File: config.mk
export PLATFORM = sky130hd
export DESIGN_NAME = button_hold_lid_debouncer_core
export DESIGN_NICKNAME = d
export VERILOG_FILES = /design/src/rtl/bhld_pkg.sv /design/src/rtl/bhld_btn.sv /design/src/rtl/bhld_lid.sv /design/src/rtl/button_hold_lid_debouncer_core.sv
export VERILOG_INCLUDE_DIRS = /design/src /design/src/rtl
export SDC_FILE = /design/constraint.sdc
export NUM_CORES = 1
export LEC_CHECK = 0
export CORE_ASPECT_RATIO = 0.5
export CORE_MARGIN = 1.5
export CORE_UTILIZATION = 30
export CTS_BUF_LIST = sky130_fd_sc_hd__clkbuf_4 sky130_fd_sc_hd__clkbuf_8 sky130_fd_sc_hd__clkbuf_16
export CTS_CLUSTER_DIAMETER = 120
export CTS_CLUSTER_SIZE = 24
export DETAILED_ROUTE_END_ITERATION = 10
export DONT_BUFFER_PORTS = 1
export SYNTH_ARGS = -nofsm -noshare
export SYNTH_HDL_FRONTEND = slang
export SYNTH_HIERARCHICAL = 1
export SYNTH_SLANG_ARGS = --single-unit
File: constraint.sdc
create_clock -name i_clk -period 11.65 [get_ports i_clk]
set_clock_uncertainty 0.05 [all_clocks]
set_input_delay 0.5825 -clock i_clk [delete_from_list [all_inputs] [get_ports i_clk]]
set_output_delay 0.5825 -clock i_clk [all_outputs]
set_load 0.005 [all_outputs]
File: src/rtl/button_hold_lid_debouncer_core_assert.svh
// Assertion macros for the button/lid debouncer core.
// Used by button_hold_lid_debouncer_core; expects i_clk and i_rst_n in scope.
`ifndef BUTTON_HOLD_LID_DEBOUNCER_CORE_ASSERT_SVH
`define BUTTON_HOLD_LID_DEBOUNCER_CORE_ASSERT_SVH

// Same-cycle implication, checked outside reset
`define BHLD_ASSERT_NOW(lbl, ante, cons) \
    lbl: assert property (@(posedge i_clk) disable iff (!i_rst_n) (ante) |-> (cons)) \
        else $error("debouncer assertion failed");

// Next-cycle implication, checked outside reset
`define BHLD_ASSERT_NEXT(lbl, ante, cons) \
    lbl: assert property (@(posedge i_clk) disable iff (!i_rst_n) (ante) |=> (cons)) \
        else $error("debouncer assertion failed");

`endif

File: src/rtl/bhld_pkg.sv
// Shared types and constants for the button/lid debouncer.
// No dependencies; used by all modules in rtl/.
package bhld_pkg;

    // Stable / candidate states of a button
    typedef enum logic [1:0] {
        BTN_RELEASED = 2'd0,
        BTN_PRESSED  = 2'd1,
        BTN_HELD     = 2'd2
    } t_btn_state;

    // Lid states
    localparam logic LID_OPEN = 1'b0;
    localparam logic LID_SHUT = 1'b1;

    // Configuration register indexes
    localparam int CFG_IDX_W = 2;
    localparam logic [CFG_IDX_W-1:0] CFG_HOLD_TIME    = 2'd0;
    localparam logic [CFG_IDX_W-1:0] CFG_BTN_DEBOUNCE = 2'd1;
    localparam logic [CFG_IDX_W-1:0] CFG_LID_DEBOUNCE = 2'd2;

    localparam int CFG_W  = 16;
    localparam int TIME_W = 32;

    localparam logic [CFG_W-1:0] HOLD_TIME_RST    = 16'd1000;
    localparam logic [CFG_W-1:0] BTN_DEBOUNCE_RST = 16'd50;
    localparam logic [CFG_W-1:0] LID_DEBOUNCE_RST = 16'd50;

    // Per-button result of one sample
    typedef struct packed {
        logic       changed;
        t_btn_state state;
    } t_btn_out;

    // Per-lid result of one sample
    typedef struct packed {
        logic changed;
        logic state;
    } t_lid_out;

    // One full result item
    typedef struct packed {
        t_btn_out a;
        t_btn_out b;
        t_btn_out c;
        t_lid_out lid;
    } t_result;

endpackage

File: src/rtl/bhld_btn.sv
// Debounce and long-press tracking for one button pin.
// Depends on bhld_pkg; instantiated three times by the top level.
module bhld_btn (
    input  logic                          i_clk,
    input  logic                          i_rst_n,
    input  logic                          i_en,
    input  logic [bhld_pkg::TIME_W-1:0]   i_now,
    input  logic                          i_level,
    input  logic [bhld_pkg::CFG_W-1:0]    i_hold,
    input  logic [bhld_pkg::CFG_W-1:0]    i_debounce,
    output bhld_pkg::t_btn_out            o_res
);

    bhld_pkg::t_btn_state          r_cand, n_cand;
    bhld_pkg::t_btn_state          r_stable, n_stable;
    logic [bhld_pkg::TIME_W-1:0]   r_stamp, n_stamp;

    bhld_pkg::t_btn_state          w_cur;
    logic [bhld_pkg::TIME_W-1:0]   w_stamp_eff;
    logic [bhld_pkg::TIME_W-1:0]   w_age_old;
    logic [bhld_pkg::TIME_W-1:0]   w_age_eff;
    logic                          w_changed;

    // Candidate from the pin, promoted to held when appropriate
    always_comb begin
        w_age_old = i_now - r_stamp;
        if (i_level) begin
            w_cur = bhld_pkg::BTN_RELEASED;
        end else if (r_stable == bhld_pkg::BTN_HELD) begin
            w_cur = bhld_pkg::BTN_HELD;
        end else if (r_stable == bhld_pkg::BTN_PRESSED &&
                     w_age_old >= {{(bhld_pkg::TIME_W-bhld_pkg::CFG_W){1'b0}}, i_hold}) begin
            w_cur = bhld_pkg::BTN_HELD;
        end else begin
            w_cur = bhld_pkg::BTN_PRESSED;
        end
    end

    // Candidate change restarts the timer, except a move to held
    always_comb begin
        n_cand      = r_cand;
        w_stamp_eff = r_stamp;
        if (w_cur != r_cand) begin
            n_cand = w_cur;
            if (w_cur != bhld_pkg::BTN_HELD) begin
                w_stamp_eff = i_now;
            end
        end
        w_age_eff = i_now - w_stamp_eff;
        w_changed = (w_age_eff >= {{(bhld_pkg::TIME_W-bhld_pkg::CFG_W){1'b0}}, i_debounce})
                    && (w_cur != r_stable);
        n_stamp  = w_changed ? i_now : w_stamp_eff;
        n_stable = w_changed ? w_cur : r_stable;
    end

    assign o_res.changed = w_changed;
    assign o_res.state   = n_stable;

    // State update on each sample transfer
    always_ff @(posedge i_clk) begin
        if (!i_rst_n) begin
            r_cand   <= bhld_pkg::BTN_RELEASED;
            r_stable <= bhld_pkg::BTN_RELEASED;
            r_stamp  <= '0;
        end else if (i_en) begin
            r_cand   <= n_cand;
            r_stable <= n_stable;
            r_stamp  <= n_stamp;
        end
    end

endmodule

File: src/rtl/bhld_lid.sv
// Two-state debounce for the lid pin.
// Depends on bhld_pkg; instantiated once by the top level.
module bhld_lid (
    input  logic                          i_clk,
    input  logic                          i_rst_n,
    input  logic                          i_en,
    input  logic [bhld_pkg::TIME_W-1:0]   i_now,
    input  logic                          i_level,
    input  logic [bhld_pkg::CFG_W-1:0]    i_debounce,
    output bhld_pkg::t_lid_out            o_res
);

    logic                          r_cand, n_cand;
    logic                          r_stable, n_stable;
    logic [bhld_pkg::TIME_W-1:0]   r_stamp, n_stamp;

    logic                          w_cur;
    logic [bhld_pkg::TIME_W-1:0]   w_stamp_eff;
    logic [bhld_pkg::TIME_W-1:0]   w_age;
    logic                          w_changed;

    // Active-low pin: low means closed
    always_comb begin
        w_cur       = i_level ? bhld_pkg::LID_OPEN : bhld_pkg::LID_SHUT;
        n_cand      = w_cur;
        w_stamp_eff = (w_cur != r_cand) ? i_now : r_stamp;
        w_age       = i_now - w_stamp_eff;
        w_changed   = (w_age >= {{(bhld_pkg::TIME_W-bhld_pkg::CFG_W){1'b0}}, i_debounce})
                      && (w_cur != r_stable);
        n_stamp     = w_changed ? i_now : w_stamp_eff;
        n_stable    = w_changed ? w_cur : r_stable;
    end

    assign o_res.changed = w_changed;
    assign o_res.state   = n_stable;

    always_ff @(posedge i_clk) begin
        if (!i_rst_n) begin
            r_cand   <= bhld_pkg::LID_OPEN;
            r_stable <= bhld_pkg::LID_OPEN;
            r_stamp  <= '0;
        end else if (i_en) begin
            r_cand   <= n_cand;
            r_stable <= n_stable;
            r_stamp  <= n_stamp;
        end
    end

endmodule

File: src/rtl/button_hold_lid_debouncer_core.sv
// Button/lid debouncer with long-press detection.
// Input channel: i_valid / o_stall carry one pin sample (time plus four active-low
// pins); a transfer happens when i_valid is high and o_stall is low.
// Output channel: o_valid / i_stall carry one result per sample: a change flag and
// the stable state of buttons A, B, C and the lid.
// A result is queued at its sample's transfer and offered after earlier results.
// Throughput: one sample per cycle if not stalled. Per-pin state updates in the
// transfer cycle, and results go into a two-entry output queue, so a sample is
// taken while one result still waits. o_stall rises only when two results wait.
// Configuration: i_cfg_we writes i_cfg_data to register i_cfg_idx (0 hold time,
// 1 button debounce, 2 lid debounce); index 3 is ignored. Write only when idle.
// Reset (synchronous, active low): all pins released/opened with timestamp zero,
// registers back to 1000/50/50 ms, output queue empty.
// Receiver stall: queued results hold still; once the queue is full, input stalls.
// Depends on bhld_pkg, bhld_btn, bhld_lid and the assertion header.
`include "button_hold_lid_debouncer_core_assert.svh"

module button_hold_lid_debouncer_core (
    input  logic                               i_clk,
    input  logic                               i_rst_n,
    // configuration
    input  logic                               i_cfg_we,
    input  logic [bhld_pkg::CFG_IDX_W-1:0]     i_cfg_idx,
    input  logic [bhld_pkg::CFG_W-1:0]         i_cfg_data,
    // sample input
    input  logic                               i_valid,
    output logic                               o_stall,
    input  logic [bhld_pkg::TIME_W-1:0]        i_now_ms,
    input  logic                               i_btn_a_level,
    input  logic                               i_btn_b_level,
    input  logic                               i_btn_c_level,
    input  logic                               i_lid_level,
    // result output
    output logic                               o_valid,
    input  logic                               i_stall,
    output logic                               o_a_changed,
    output logic [1:0]                         o_a_state,
    output logic                               o_b_changed,
    output logic [1:0]                         o_b_state,
    output logic                               o_c_changed,
    output logic [1:0]                         o_c_state,
    output logic                               o_lid_changed,
    output logic                               o_lid_stable
);

    logic [bhld_pkg::CFG_W-1:0] r_hold, r_btn_db, r_lid_db;

    bhld_pkg::t_result r_q [2];
    logic              r_rd;
    logic [1:0]        r_count, n_count;

    logic              w_push, w_pop, w_wr;
    bhld_pkg::t_result w_res, w_head;

    // Configuration registers
    always_ff @(posedge i_clk) begin
        if (!i_rst_n) begin
            r_hold   <= bhld_pkg::HOLD_TIME_RST;
            r_btn_db <= bhld_pkg::BTN_DEBOUNCE_RST;
            r_lid_db <= bhld_pkg::LID_DEBOUNCE_RST;
        end else if (i_cfg_we) begin
            case (i_cfg_idx)
                bhld_pkg::CFG_HOLD_TIME:    r_hold   <= i_cfg_data;
                bhld_pkg::CFG_BTN_DEBOUNCE: r_btn_db <= i_cfg_data;
                bhld_pkg::CFG_LID_DEBOUNCE: r_lid_db <= i_cfg_data;
                default: ;
            endcase
        end
    end

    // Handshake
    assign o_stall = (r_count == 2'd2);
    assign o_valid = (r_count != 2'd0);
    assign w_push  = i_valid && !o_stall;
    assign w_pop   = o_valid && !i_stall;

    // Per-pin debounce slices
    bhld_btn u_btn_a (
        .i_clk(i_clk), .i_rst_n(i_rst_n), .i_en(w_push), .i_now(i_now_ms),
        .i_level(i_btn_a_level), .i_hold(r_hold), .i_debounce(r_btn_db), .o_res(w_res.a)
    );
    bhld_btn u_btn_b (
        .i_clk(i_clk), .i_rst_n(i_rst_n), .i_en(w_push), .i_now(i_now_ms),
        .i_level(i_btn_b_level), .i_hold(r_hold), .i_debounce(r_btn_db), .o_res(w_res.b)
    );
    bhld_btn u_btn_c (
        .i_clk(i_clk), .i_rst_n(i_rst_n), .i_en(w_push), .i_now(i_now_ms),
        .i_level(i_btn_c_level), .i_hold(r_hold), .i_debounce(r_btn_db), .o_res(w_res.c)
    );
    bhld_lid u_lid (
        .i_clk(i_clk), .i_rst_n(i_rst_n), .i_en(w_push), .i_now(i_now_ms),
        .i_level(i_lid_level), .i_debounce(r_lid_db), .o_res(w_res.lid)
    );

    // Two-entry result queue
    assign w_wr = r_rd ^ r_count[0];

    always_comb begin
        n_count = r_count;
        if (w_push && !w_pop) begin
            n_count = r_count + 2'd1;
        end else if (!w_push && w_pop) begin
            n_count = r_count - 2'd1;
        end
    end

    always_ff @(posedge i_clk) begin
        if (w_push) begin
            r_q[w_wr] <= w_res;
        end
    end

    always_ff @(posedge i_clk) begin
        if (!i_rst_n) begin
            r_count <= '0;
            r_rd    <= 1'b0;
        end else begin
            r_count <= n_count;
            if (w_pop) begin
                r_rd <= ~r_rd;
            end
        end
    end

    assign w_head        = r_q[r_rd];
    assign o_a_changed   = w_head.a.changed;
    assign o_a_state     = w_head.a.state;
    assign o_b_changed   = w_head.b.changed;
    assign o_b_state     = w_head.b.state;
    assign o_c_changed   = w_head.c.changed;
    assign o_c_state     = w_head.c.state;
    assign o_lid_changed = w_head.lid.changed;
    assign o_lid_stable  = w_head.lid.state;

    // Checks
    `BHLD_ASSERT_NOW(a_count_bound, 1'b1, r_count != 2'd3)
    `BHLD_ASSERT_NEXT(a_push_shows, w_push, o_valid)
    `BHLD_ASSERT_NEXT(a_count_track, w_push && !w_pop, r_count == $past(r_count) + 2'd1)
    `BHLD_ASSERT_NOW(a_stall_full, o_stall, o_valid)

endmodule

# --- Word level (Yosys, flattened, before mapping) ---
# Memories as Yosys holds them, arrays and structs flattened. A register that Yosys moved wholly into a read port is not among the register bits.
# Index checks and enable logic that the tools add are counted.
word_totals:
  reg_bits: 193
  ramBits: 22
  inputBits: 59
  elab_cells: 111
  n_memories: 1
mem_list:
  columns: ["name", "depth", "width", "read_ports", "rd_clocked_by_memory_dff", "write_ports", "line_no", "rtl"]
  rows:
  - ["r_q", 2, 11, 1, 1, 1, "button_hold_lid_debouncer_core.sv:48", "bhld_pkg::t_result r_q [2];"]
op_classes:
  add_sub_neg: 9
  n_lt_le_gt_ge: 7
  eq_ne: 20
  n_mux: 31
  bitwise: 2
  n_reduce_logical: 24
ops:
  columns: ["cell", "count"]
  rows:
  - ["$mux 32", 11]
  - ["$ge 32x16->1", 7]
  - ["$sub 32x32->32", 7]
  - ["$mux 2", 14]
  - ["$ne 2x2->1", 6]
  - ["$reduce_and 2->1", 6]
  - ["$logic_and 1x1->1", 11]
  - ["$eq 2x2->1 const B", 5]
  - ["$eq 2x1->1 const B", 4]
  - ["$mux 1", 6]
  - ["$ne 2x2->1 const B", 3]
  - ["$logic_not 1->1", 4]
  - ["$reduce_bool 2->1", 2]
  - ["$add 2x1->2 const B", 1]
  - ["$logic_not 2->1", 1]
  - ["$ne 1x1->1", 2]
  - ["$sub 2x1->2 const B", 1]
  - ["$not 1->1", 1]
  - ["$xor 1x1->1", 1]

# --- Longest topological paths before layout ---
logic_depth:
  depth_word: 13
  mapped_depth: 55
  ltp_nobuf: 52

# --- Modules after synthesis ---
# Netlist, hierarchy kept.
modules_own_cells:
  columns: ["mod", "n_inst", "cells_per_inst", "area_per_inst_um2"]
  rows:
  - ["bhld_btn (u_btn_c)", 1, 1048, 7200.7]
  - ["bhld_btn (u_btn_b)", 1, 1029, 7053.0]
  - ["bhld_btn (u_btn_a)", 1, 988, 6977.9]
  - ["bhld_lid", 1, 598, 4374.2]
  - ["button_hold_lid_debouncer_core", 1, 271, 2835.2]

# --- Worst setup path after synthesis ---
# Ideal clock, no wire load.
synth_timing:
  kind: "input to register"
  start: "input port i_now_ms[0] (netlist bit)"
  end: "memory r_q[0][2] (netlist bit), data pin"
  setup_time_ps: 266
  arrival_time_ps: 10535
  required_ps: 11334
  slack_ps: 799
  cell_stages: 47
  path_cell_list: "inv_1 -> ha_1 -> fa_1 -> nor2b_1 -> o2111ai_1 -> a211oi_1 -> nor3_1 -> xnor2_1 -> ha_1 -> a211oi_1 -> o221ai_1 -> a21oi_1 -> or4b_1 -> a2111oi_0 -> and4_1 -> nand4b_2 -> buf_6 -> o21ai_0 -> [... 11 more ...] -> a22oi_1 -> o21ai_1 -> o21ai_1 -> o21bai_1 -> a21oi_1 -> xnor2_1 -> ha_1 -> nor2b_1 -> o21ai_0 -> o211ai_1 -> a221oi_1 -> o221ai_1 -> or3_1 -> a2111o_1 -> or4_4 -> a2111oi_4 -> a21boi_1 -> mux2_1"
synth_lines:
  columns: ["item", "line_no", "rtl"]
  rows:
  - ["start: declaration", "button_hold_lid_debouncer_core.sv:28", "input logic [bhld_pkg::TIME_W-1:0] i_now_ms,"]
  - ["end: declaration", "button_hold_lid_debouncer_core.sv:48", null]

# --- Worst setup path after layout ---
layout_timing:
  start: "register u_btn_c/r_stamp[2] (netlist bit)"
  end: "register u_btn_c/r_stamp[3] (netlist bit)"
layout_via:
  elab_chain_len: 13
  elab_cells_between_ends: 15
layout_lines:
  columns: ["item", "line_no", "rtl"]
  rows:
  - ["start: declaration", "bhld_btn.sv:16", "logic [bhld_pkg::TIME_W-1:0] r_stamp, n_stamp;"]
  - ["start signal: assignment", "bhld_btn.sv:68", "r_stamp <= n_stamp;"]
  - ["$sub 32x32->32", "bhld_btn.sv:26", "w_age_old = i_now - r_stamp;"]
  - ["$ge 32x16->1", "bhld_btn.sv:32", "w_age_old >= {{(bhld_pkg::TIME_W-bhld_pkg::CFG_W){1'b0}}, i_hold}) begin"]
  - ["$logic_and 1x1->1", "bhld_btn.sv:31", "end else if (r_stable == bhld_pkg::BTN_PRESSED &&"]
  - ["$mux 2", "bhld_btn.sv:31", null]
  - ["$mux 2", "bhld_btn.sv:29", "end else if (r_stable == bhld_pkg::BTN_HELD) begin"]
  - ["$mux 2", "bhld_btn.sv:27", "if (i_level) begin"]
  - ["$ne 2x2->1", "bhld_btn.sv:45", "if (w_cur != bhld_pkg::BTN_HELD) begin"]
  - ["$mux 32", "bhld_btn.sv:45", null]
  - ["$mux 32", "bhld_btn.sv:43", "if (w_cur != r_cand) begin"]
  - ["$sub 32x32->32", "bhld_btn.sv:49", "w_age_eff = i_now - w_stamp_eff;"]
  - ["$ge 32x16->1", "bhld_btn.sv:50", "w_changed = (w_age_eff >= {{(bhld_pkg::TIME_W-bhld_pkg::CFG_W){1'b0}}, i_debounce})"]
  - ["$logic_and 1x1->1", "bhld_btn.sv:51", "&& (w_cur != r_stable);"]
  - ["$mux 32 (*)", "bhld_btn.sv:52", "n_stamp = w_changed ? i_now : w_stamp_eff;"]
# Mark *: on every way between the ends. The rest lies on a longest branch, timed or not.
# A chain may end at the register's enable or synchronous reset.

==> results list <==
- The number of antenna diodes in the final layout is 0.
* Top cell family by delay on the critical path: compound AO/OA/AOI/OAI gates
- Yosys mapped the design onto 131 distinct sky130hd cell types.
* Max Fclk: 0.0910 GHz
- Yosys warning count: 6
- Count of buffer and inverter cells on the critical path: 5
* Sequential cell area fraction in the yosys report: 16.0%
* Number of antenna violations at the first check in global routing: 0
* Largest fanout on the critical path: 24
- Net total in the final layout: 4178
- After detailed routing, the number of remaining DRC violations is 0.
- In this design, the critical path's most frequently occurring cell is sky130_fd_sc_hd__a21oi_1.
- Clock group share of total power: 13.1%
* Period utilisation layout: 94.4%
* CTS Buffer Depth: 3
- Footprint of the multi-input gates: 0.0221 mm²
- Buffers placed on the I/O ports in this run total 0.
* Fraction of power consumed by sequential logic: 20.9%
* Count of TritonRoute iterations in the first routing pass: 5
- First DRT Iteration DRCs: 2602
- Fill cells in the final layout number 9976.
- Register area: 0.00454 mm²
- The clock net in this run drives a total of 216 sinks.
* Total routed wirelength: 99200 µm
- Required time at the endpoint of the critical path: 12.01 ns
- Die footprint: 0.0968 mm²
* Worst Setup SP: u_btn_c/r_stamp[2]
- Overall fraction of global-route tracks in use: 19.6%
- Adding up every negative setup slack in the final design gives 0 ns.
- Via density per instance: 5.65
- FF+latch count, synth: 216
- Each instance of the synthesized netlist takes up on average 7.23 µm².
* Vertical die dimension: 221 µm
- Entering global routing, the biggest net connects 324 pins.
- Counting flops with a built-in enable in the synthesized netlist gives 22.
* Slew of the pin with the lowest slew margin: 1.16 ns
* Worst Hold Depth: 1
* Critical path capture point type: register
- The detail route stage leaves a number of antenna-violating nets equal to 0.
- Switching power: 2.24 mW
- Number of top-level pins: 72
- Combinational logic burns 66.0% of the power.
* CTS tree: yes
* Via count of the first global-routing pass: 26.4k
- In this run the power density over the cells is 152 mW/mm².
* Share of layout cells above drive strength 1: 4.65%
* Die width: 438 µm
* Post-synth net total: 4310
- Final hold analysis gives a worst-case slack of 0.0980 ns.
- Floorplan row count: 79
* Post-layout util: 32.1%
* Hold-fix buffers, CTS: 0
- Worst reg2reg startpoint: u_btn_c/r_stamp[2]
* Crit Path Category: reg -> reg
- The worst path in the final design needs a cycle of 10.99 ns, including I/O delays and setup.
* Sum of internal, switching and leakage power: 4.55 mW
* Reported max-cap violation count: 0
- The final count of pins violating max slew is 0.
- The worst register-to-register path has a depth of 52.
- The flow ran to the end, and the final reports show no timing, DRC or antenna violations.
* Clk pin slew, worst setup/hold paths: 0.11 ns
* Worst hold path type: in -> reg
- Global placement routability congestion: 0.958
- Cell internal power was estimated by the tool at 2.31 mW.
- Global-route congestion overflow total: 0
- HPWL after detailed placement: 75600 µm
* Hold violation count in the final report: 0
- First-pass GRT wire length: 152000 µm
- Post-synth design cell area: 0.0284 mm²
- The most used flip-flop cell after synthesis is sky130_fd_sc_hd__dfxtp_1.
* Core Region: 0.0934 mm²
- For this configuration, the core starts out at a cell density of 30.4%.
- Layout Cells excl Fill: 5063
- Critical Path Stages: 52
* Fraction of power spent switching nets: 49.2%
* Share of async-settable or async-resettable flops after synthesis: 0%
- The analysis attributes to cell leakage a power of 12.0 nW.
- Capturing point of the worst reg2reg path: u_btn_c/r_stamp[3]
- Capture point of the worst path: u_btn_c/r_stamp[3]
* Cts bufs inserted: 15
- Detailed routing inserted a total of 28.6k vias.
- Maximum VDD drop: 0.0000966 V
- Relative area change from synthesis to final layout: 5.39%
- CTS built an H-tree with a depth of 1.
- The clock reaches the later pin of the worst-skew pair after 0.55 ns.
* Largest stage delay on the critical path: 0.44 ns
- WP data arrival: 11.35 ns
* Slowest cell on crit path: sky130_fd_sc_hd__or4b_1
* Number of cells produced by synthesis: 3934
- Type of element launching the critical path: register
- Unrepaired setup endpoints after global routing: no
- The root buffer cell chosen for the clock tree is sky130_fd_sc_hd__clkbuf_16.
- Setup slack of the worst register-to-register path: 0.66 ns
* Headroom to the max-slew limit: 22.8%
- Number of cells in the design after placement: 5030
- Setup violators final: 0
* Wirelength per Cell: 19.6 µm
[cell usage after synthesis, drive strengths merged (10+ instances only)]
cell type,number,area share [%]
a2111oi,16,0.67
ha,311,14
o21ai,193,3.4
a21o,92,2.4
edfxtp,22,2.3
nor4,20,0.56
a211oi,49,1.3
inv,291,3.8
and2,28,0.62
nand3b,10,0.29
a21oi,353,6.4
a21boi,56,1.5
mux2i,194,6.8
nor2b,68,1.5
xnor2,81,2.5
o21a,48,1.3
nand2,629,8.3
xor2,72,2.2
o31ai,17,0.45
mux2,21,0.83
nand3,80,1.4
o21bai,35,0.92
dfxtp,194,14
o22ai,14,0.31
o2111ai,22,0.68
nand2b,52,1.1
and3,31,0.70
a211o,12,0.37
nand4,69,1.5
nor3b,10,0.32
clkbuf,125,1.7
o211ai,41,1.1
a31oi,43,1.1
buf,54,1.5
nor3,76,1.4
or2,15,0.33
or3,23,0.52
nor2,281,3.7
[state kept, by name, summed over array words and instances (netlist names), 16 cells and up, named ones only]
register and flops:
r_lid_db 16, r_btn_db 16, r_hold 16, u_lid/r_stamp 32
r_q 22, u_btn_c/r_stamp 32, u_btn_a/r_stamp 32, u_btn_b/r_stamp 32
[placed cells by master (no fill, tap or decap), types with 28 or more instances in the layout]
cell	n
sky130_fd_sc_hd__mux2i_1	194
sky130_fd_sc_hd__and3_1	30
sky130_fd_sc_hd__nand2_1	628
sky130_fd_sc_hd__a211oi_1	44
sky130_fd_sc_hd__nor2_1	280
sky130_fd_sc_hd__ha_1	311
sky130_fd_sc_hd__nor3_1	74
sky130_fd_sc_hd__nand2b_1	52
sky130_fd_sc_hd__o211ai_1	39
sky130_fd_sc_hd__a21oi_1	342
sky130_fd_sc_hd__nor2b_1	67
sky130_fd_sc_hd__o21a_1	48
sky130_fd_sc_hd__nand4_1	69
sky130_fd_sc_hd__and2_1	28
sky130_fd_sc_hd__a31oi_1	39
sky130_fd_sc_hd__a21boi_0	45
sky130_fd_sc_hd__nand3_1	80
sky130_fd_sc_hd__dfxtp_1	194
sky130_fd_sc_hd__xnor2_1	80
sky130_fd_sc_hd__o21ai_0	166
sky130_fd_sc_hd__o21bai_1	35
sky130_fd_sc_hd__a21o_1	91
sky130_fd_sc_hd__inv_1	289
sky130_fd_sc_hd__xor2_1	70
[area by class of cell]
type                    instances  area share (%)
multi-input cells            3249            73.6
flip-flops and latches        216            15.2
clock inverters                 6           0.276
clock buffers                  17            1.30
repair buffers                 29           0.797
well taps                    1255            5.24
inverters                     291            3.64
[worst min-delay path by stage]
stage / startpoint / endpoint / slack, ns
after CTS: i_lid_level / u_lid/r_stable / 0.08
after global routing: i_lid_level / u_lid/r_stable / 0.08
after floorplan: u_lid/r_stamp[12] / u_lid/r_stamp[12] / 0.38
after detailed placement: u_btn_b/r_stamp[12] / u_btn_b/r_stamp[12] / 0.40
final: i_lid_level / u_lid/r_stable / 0.1
after global placement: u_btn_c/r_stamp[22] / u_btn_c/r_stamp[22] / 0.39
[layer usage]
metal / global-route usage (%) / part of all wire, % / vias up
met2: 32.3 / 44 / 1002
li1: - / - / 13900
met4: 6.31 / 3.5 / 0
met1: 27.0 / 46 / 13600
met3: 1.68 / 6.0 / 168
met5: 0 / 0 / -
[through the flow]
step	setup slack [ns]	instance area, µm²
after global routing	0.00712	30000
after floorplan	0.799	28400
after detailed placement	-0.0487	29300
final	0.657	30000
after CTS	0.201	29800
after global placement	0.122	29300
[logic make-up (layout without fill, tap and decap cells)]
| group | count (synthesis) | in the layout | synth area share (%) |
|---|---|---|---|
| AOI/OAI and AO/OA | 1120 | 1121 | 26.4 |
| xor gates and xnor gates | 153 | 153 | 4.76 |
| adders and majority gates | 325 | 325 | 14.4 |
| buffers and inverters | 470 | 343 | 6.95 |
| DFF | 216 | 216 | 16.0 |
| muxes | 215 | 215 | 7.66 |
| and+or+nand+nor | 1435 | 1435 | 23.8 |
[power by group through the flow]
stage | registers [mW] | logic, mW | clock network (mW)
detailed placement | 0.966 | 2.90 | 0
global placement | 0.961 | 2.87 | 0
CTS | 0.949 | 2.92 | 0.610
floorplan | 0.928 | 2.30 | 0
finish | 0.951 | 3.00 | 0.594
global route | 0.963 | 3.31 | 0.633
[repair_timing]
action,4_1_cts,5_1_grt
setup buffers,0,9
setup endpoints to repair,0,92
gates resized for setup,0,24
Note: power is estimated with default switching activity, not from simulation.
